**config.mk**
```make
export PLATFORM = sky130hd
export DESIGN_NAME = prpi_div
export DESIGN_NICKNAME = d
export VERILOG_FILES = /design/src/hdl/prpi_div.sv
export SDC_FILE = /design/constraint.sdc
export NUM_CORES = 1
export LEC_CHECK = 0
export ABC_AREA = 1
export BUFFER_PORTS_ARGS = -buffer_cell sky130_fd_sc_hd__buf_2
export CAP_MARGIN = 10
export CORE_MARGIN = 5
export CORE_UTILIZATION = 52
export CTS_CLUSTER_SIZE = 24
export DETAILED_ROUTE_END_ITERATION = 8
export HOLD_SLACK_MARGIN = 0.15
export PLACE_DENSITY = 0.75
export SYNTH_ARGS = -nofsm -noshare
export SYNTH_HDL_FRONTEND = slang
export SYNTH_SLANG_ARGS = --single-unit
```
**constraint.sdc**
```tcl
create_clock -name clk_i -period 2.5 [get_ports clk_i]
set_clock_uncertainty 0.1 [all_clocks]
set_input_delay 0.375 -clock clk_i [delete_from_list [all_inputs] [get_ports clk_i]]
set_output_delay 0.375 -clock clk_i [all_outputs]
set_load 0.05 [all_outputs]
```
**src/hdl/prpi_div.sv**
```systemverilog
// Shared restoring divider, one quotient bit per cycle.
module prpi_div #(
  parameter int unsigned NumW = 17,
  parameter int unsigned DenW = 13
) (
  input  logic            clk_i,
  input  logic            rst_ni,
  input  logic            start_i,
  input  logic [NumW-1:0] num_i,
  input  logic [DenW-1:0] den_i,
  output logic            done_o,
  output logic [NumW-1:0] quot_o
);
  localparam int unsigned CntW = $clog2(NumW + 1);
  logic [NumW-1:0] quot_q, quot_d;
  logic [DenW:0]   rem_q, rem_d;
  logic [DenW-1:0] den_q, den_d;
  logic [CntW-1:0] cnt_q, cnt_d;
  logic            busy_q, busy_d, done_q, done_d;
  logic [DenW:0]   trial;

  // One shift and subtract step per cycle.
  always_comb begin
    quot_d = quot_q;
    rem_d = rem_q;
    den_d = den_q;
    cnt_d = cnt_q;
    busy_d = busy_q;
    done_d = 1'b0;
    trial = {rem_q[DenW-1:0], quot_q[NumW-1]};
    if (start_i) begin
      quot_d = num_i;
      rem_d = '0;
      den_d = den_i;
      cnt_d = CntW'(NumW);
      busy_d = 1'b1;
    end else if (busy_q) begin
      if (trial >= {1'b0, den_q}) begin
        rem_d = trial - {1'b0, den_q};
        quot_d = {quot_q[NumW-2:0], 1'b1};
      end else begin
        rem_d = trial;
        quot_d = {quot_q[NumW-2:0], 1'b0};
      end
      cnt_d = cnt_q - 1'b1;
      if (cnt_q == CntW'(1)) begin
        busy_d = 1'b0;
        done_d = 1'b1;
      end
    end
  end

  always_ff @(posedge clk_i or negedge rst_ni) begin
    if (!rst_ni) begin
      busy_q <= 1'b0;
      done_q <= 1'b0;
      cnt_q <= '0;
    end else begin
      busy_q <= busy_d;
      done_q <= done_d;
      cnt_q <= cnt_d;
    end
  end

  always_ff @(posedge clk_i) begin
    quot_q <= quot_d;
    rem_q <= rem_d;
    den_q <= den_d;
  end

  assign done_o = done_q;
  assign quot_o = quot_q;
endmodule

```
Word level (Yosys, flattened, before mapping)
Index checks and enable logic that the tools add are counted.
{"block": "word_totals", "ff_bits": 50, "in_bits": 33}
{"block": "classes", "n_addsub": 2, "n_lt_le_gt_ge": 1, "n_eq_ne": 1, "mux": 12, "reduce_logical": 1}
{"cell": "$mux W17", "count": 2}
{"cell": "$ge A14 B13 Y1", "count": 1}
{"cell": "$mux W13", "count": 1}
{"cell": "$sub A13 B13 Y13", "count": 1}
{"cell": "$mux W5", "count": 2}
{"cell": "$mux W1", "count": 7}
{"cell": "$eq A5 B1 Y1 const B", "count": 1}
{"cell": "$sub A5 B1 Y5 const B", "count": 1}
{"cell": "$reduce_bool A2 Y1", "count": 1}

Depth between registers and ports, before layout
{"block": "logic_depth", "ltp_word": 4, "ltp_mapped": 14, "mapped_depth_nobuf": 13}

Worst setup path after synthesis
OpenSTA, ideal clock, no wires.
{"block": "synth_path", "path_type": "register to register", "start": "register quot_q[16], in the netlist quot_o[16]", "end": "register quot_q[0], in the netlist quot_o[0] (data pin)", "setup_time_ps": 253, "arrival_time_ps": 2075, "slack_ps": 71, "path_stages_with_launch": 14, "n_path_buf": 1, "synth_period_minus_slack_ps": 2429, "path_cell_list": "edfxtp_1 -> inv_1 -> ha_1 -> inv_1 -> fa_1 -> nand2_1 -> nand2_1 -> nand3_1 -> nand2_1 -> nand2_2 -> nand3_4 -> buf_8 -> nand2_1 -> nand2_1"}
{"block": "synth_between", "elab_chain_cells": 4}
{"item": "from (decl)", "line_no": "15", "source": "logic [NumW-1:0] quot_q, quot_d;"}
{"item": "from (signal assigned)", "line_no": "66", "source": "quot_q <= quot_d;"}
{"item": "$ge A14 B13 Y1", "line_no": "38", "source": "if (trial >= {1'b0, den_q}) begin"}
{"item": "$mux W1", "line_no": "38"}
{"item": "$mux W17", "line_no": "37", "source": "end else if (busy_q) begin"}
{"item": "$mux W17", "line_no": "31", "source": "if (start_i) begin"}
{"item": "net quot_d[0]", "line_no": "15"}
The timed path passes the listed nets, and every way through them passes these cells. The select of a mux whose other input is x is not followed.
A chain may end at the register's enable or synchronous reset.

Worst setup path in the final report
Ends and elaborated chain as after synthesis.

==> out/results.tsv <==
stage	metric	value	unit
status	outcome	finished clean	
clock_network	cts_resized	0	
place	gp_routability_congestion	0.897	
critical_path	crit_slowest_cell	fa_1	
power_and_ir_drop	irDropWorstVdd	0.474	mV
logic_synthesis	async_flop_share	14.0	%
power_and_ir_drop	p_leak	1.91	nW
floorplan	fp.dieW	86.0	µm
sta	setup_tns	0	ps
floorplan	rows	27	
logic_synthesis	avgSynthCellArea	7.75	µm²
route	vias	2630	
sta	fmax	443	MHz
route	drc_errors	0	
clock_network	root_buffer	clkbuf_8	
min_path	hold_class	in -> reg	
run	cap_viol_max_count	0	
critical_path	r2r-end	quot_o[0]	
min_path	whs_endpoint	quot_o[5]	
logic_synthesis	yosysWarnings	0	
sta	drv_slew	0	
layout	n_antenna_cell	0	
place	io_buffers	50	
sta	finalCritPeriodShare	90.2	%
clock_network	cts_tree	done	
layout	final_net_count	505	
critical_path	critPathMaxStageDelay	430	ps
sta	slew_headroom	34.5	%
logic_synthesis	yosys.area.top_type_share	30.0	%
floorplan	die_area	7400	µm²
min_path	whs_path_depth	3	
clock_network	clock-sinks	50	
critical_path	r2r-start	quot_o[16]	
critical_path	reg2regPathDepth	12	
layout	final_util	64.3	%
place	dpl.hpwl	5.07	mm
layout	area_delta_synth_final	19.3	%
route	detail_route.wirelength	6.71	mm
global_route	grt_max_degree	20	
sta	hold_viol	0	
floorplan	start_util	53.9	%
critical_path	crit_chain	inv_1, ha_1, inv_1, fa_1, nand2_1, nand2_1, nand3_1, nand2_1, nand2_2, nand3_4, nand2_1, nand2_1	
logic_synthesis	syn_nets	437	
clock_network	clk_path_buf_depth	2	
critical_path	cp_top_family	simple AND/OR/NAND/NOR gates	
logic_synthesis	synth_common_cells	nand2_1, inv_1, edfxtp_1	
logic_synthesis	syn-cell-area	3010	µm²
floorplan	ios	51	
logic_synthesis	yosysMostFrequentCell	nand2_1	
logic_synthesis	synth_top_cell_by_area	edfxtp_1	
clock_network	clk_pin_slew	90	ps
critical_path	critPathBufInv	2	
logic_synthesis	netlist_instances	388	
floorplan	die_h	86.0	µm
logic_synthesis	ys_seq_elements	50	
critical_path	crit_path_end_kind	flip-flop	
sta	finalSetupViolations	0	
global_route	grt_pass1_vias	2734	
critical_path	worstSetupPathType	reg -> reg	
logic_synthesis	synth-seq-area-share	44.5	%
layout	drive_gt1_share	20.8	%
route	drt-wirelength-per-cell	12.7	µm
critical_path	critPathMaxFanout	15	
route	via_per_inst	4.97	
critical_path	rrSetupSlack	240	ps
power_and_ir_drop	pwr_density_cell	993	nW/µm²
route	first_pass_iters	4	
clock_network	clk_latency	310	ps
global_route	antenna_found_initial	0	
min_path	hp-start	num_i[5]	
critical_path	worstPathRequired	2470	ps
global_route	grt_use_total	20.0	%
critical_path	crit_top_cell	nand2_1	
sta	rsz0062_at_grt	no	
layout	fill_cells	501	
route	drt_iter0_drc	177	
global_route	gr-total-overflow	0	
logic_synthesis	synth_cell_type_count	32	
sta	period_minus_slack	2260	ps
global_route	grt_pass1_wl	11.9	mm
logic_synthesis	synth_edf_count	30	
logic_synthesis	ys_top_cells_by_area	edfxtp_1, nand2_1, dfxtp_1	
clock_network	htree_num_levels	2	
clock_network	numCtsBuffers	5	
route	ant_nets	0	
sta	tightest_slew	979	ps
critical_path	worstSetupStartpointType	flip-flop	
logic_synthesis	synth_flop_cell	edfxtp_1	
floorplan	core-area	5570	µm²
critical_path	crit_arrival	2230	ps
worst min-delay path: cells and delay by family:
family	cells	cell delay, ps
AND/OR/NAND/NOR	2	90
buffers and inverters	1	70
flip-flops by register name, indices dropped and copies added (netlist names):
register / flops
busy_q: 1
cnt_q: 5
den_q: 13
done_o: 1
quot_o: 17
rem_q: 13
layout by cell type (no fill, tap or decap), drive strengths merged:
cell type,netlist,routed
nand3,31,31
a21oi,7,7
ha,15,15
clkbuf,4,7
fa,1,1
xor2,3,3
nand4,19,19
o21ai,8,8
inv,68,68
nor3,1,1
o22ai,1,1
xnor2,3,3
and3,1,1
dfrtp,7,7
buf,6,57
nor2,21,21
dfxtp,13,13
clkinv,4,5
dlygate4sd3,0,14
nand2,145,145
edfxtp,30,30
what timing repair did:
item,in CTS,in global routing
endpoints found under the hold margin,20,0
hold buffers,14,0
buffers inserted,0,0
report_power, final:
group / switching [mW] / leakage, nW / internal [mW]
sequential: 0.121 / 0.504 / 1.07
combinational: 1.20 / 1.35 / 0.633
clock: 0.279 / 0.0544 / 0.254
total: 1.60 / 1.91 / 1.96
layer usage:
layer	global-route usage (%)	up-vias	share of wire [%]	wire length (µm)
li1	-	1363	-	-
met1	25.2	1181	46	3080
met2	32.9	69	46	3050
met3	4.42	17	5.8	390
met4	8.78	0	2.8	189
met5	0	-	0	0
area by class of cell:
type	count	area [µm²]	share of cell area, %
multi-input cells	256	1340	37.4
flip-flops and latches	50	1340	37.3
repair buffers	71	443	12.4
inverters	72	270	7.54
clock buffers	7	96.3	2.69
well taps	72	90.1	2.51
clock inverters	1	8.76	0.244
worst max path at each step:
stage / to / start / depth (start not counted) / slack, ps
2_1_floorplan: quot_o[0] / quot_o[16] / 13 / 70
3_3_place_gp: quot_o[0] / quot_o[16] / 12 / 300
3_5_place_dp: quot_o[0] / quot_o[16] / 12 / 260
4_1_cts: quot_o[0] / quot_o[16] / 12 / 220
5_1_grt: quot_o[0] / quot_o[16] / 12 / 50
6_report: quot_o[0] / quot_o[16] / 12 / 240
kinds of logic (layout without fill, tap and decap cells):
kind of cell    count (synthesis)  in the layout  share of synthesized area, %
simple gates                  218            218                          32.8
buf+inv                        82            151                          10.9
flops                          50             50                          44.5
fa+ha+maj                      16             16                          6.91
compound gates                 16             16                          3.21
xor+xnor                        6              6                          1.75
through the flow:
step	power, mW	area [µm²]	setup WS [ps]	std cells	hold WS (ps)
after detailed placement	3.03	3340	257	507	121
final	3.56	3590	244	529	228
after global routing	3.87	3590	48.9	529	233
after CTS	3.57	3590	221	529	220
after floorplan	2.67	3010	71.4	388	-20.6
after global placement	2.98	3340	301	507	117
Note: power is estimated with default switching activity, not from simulation.
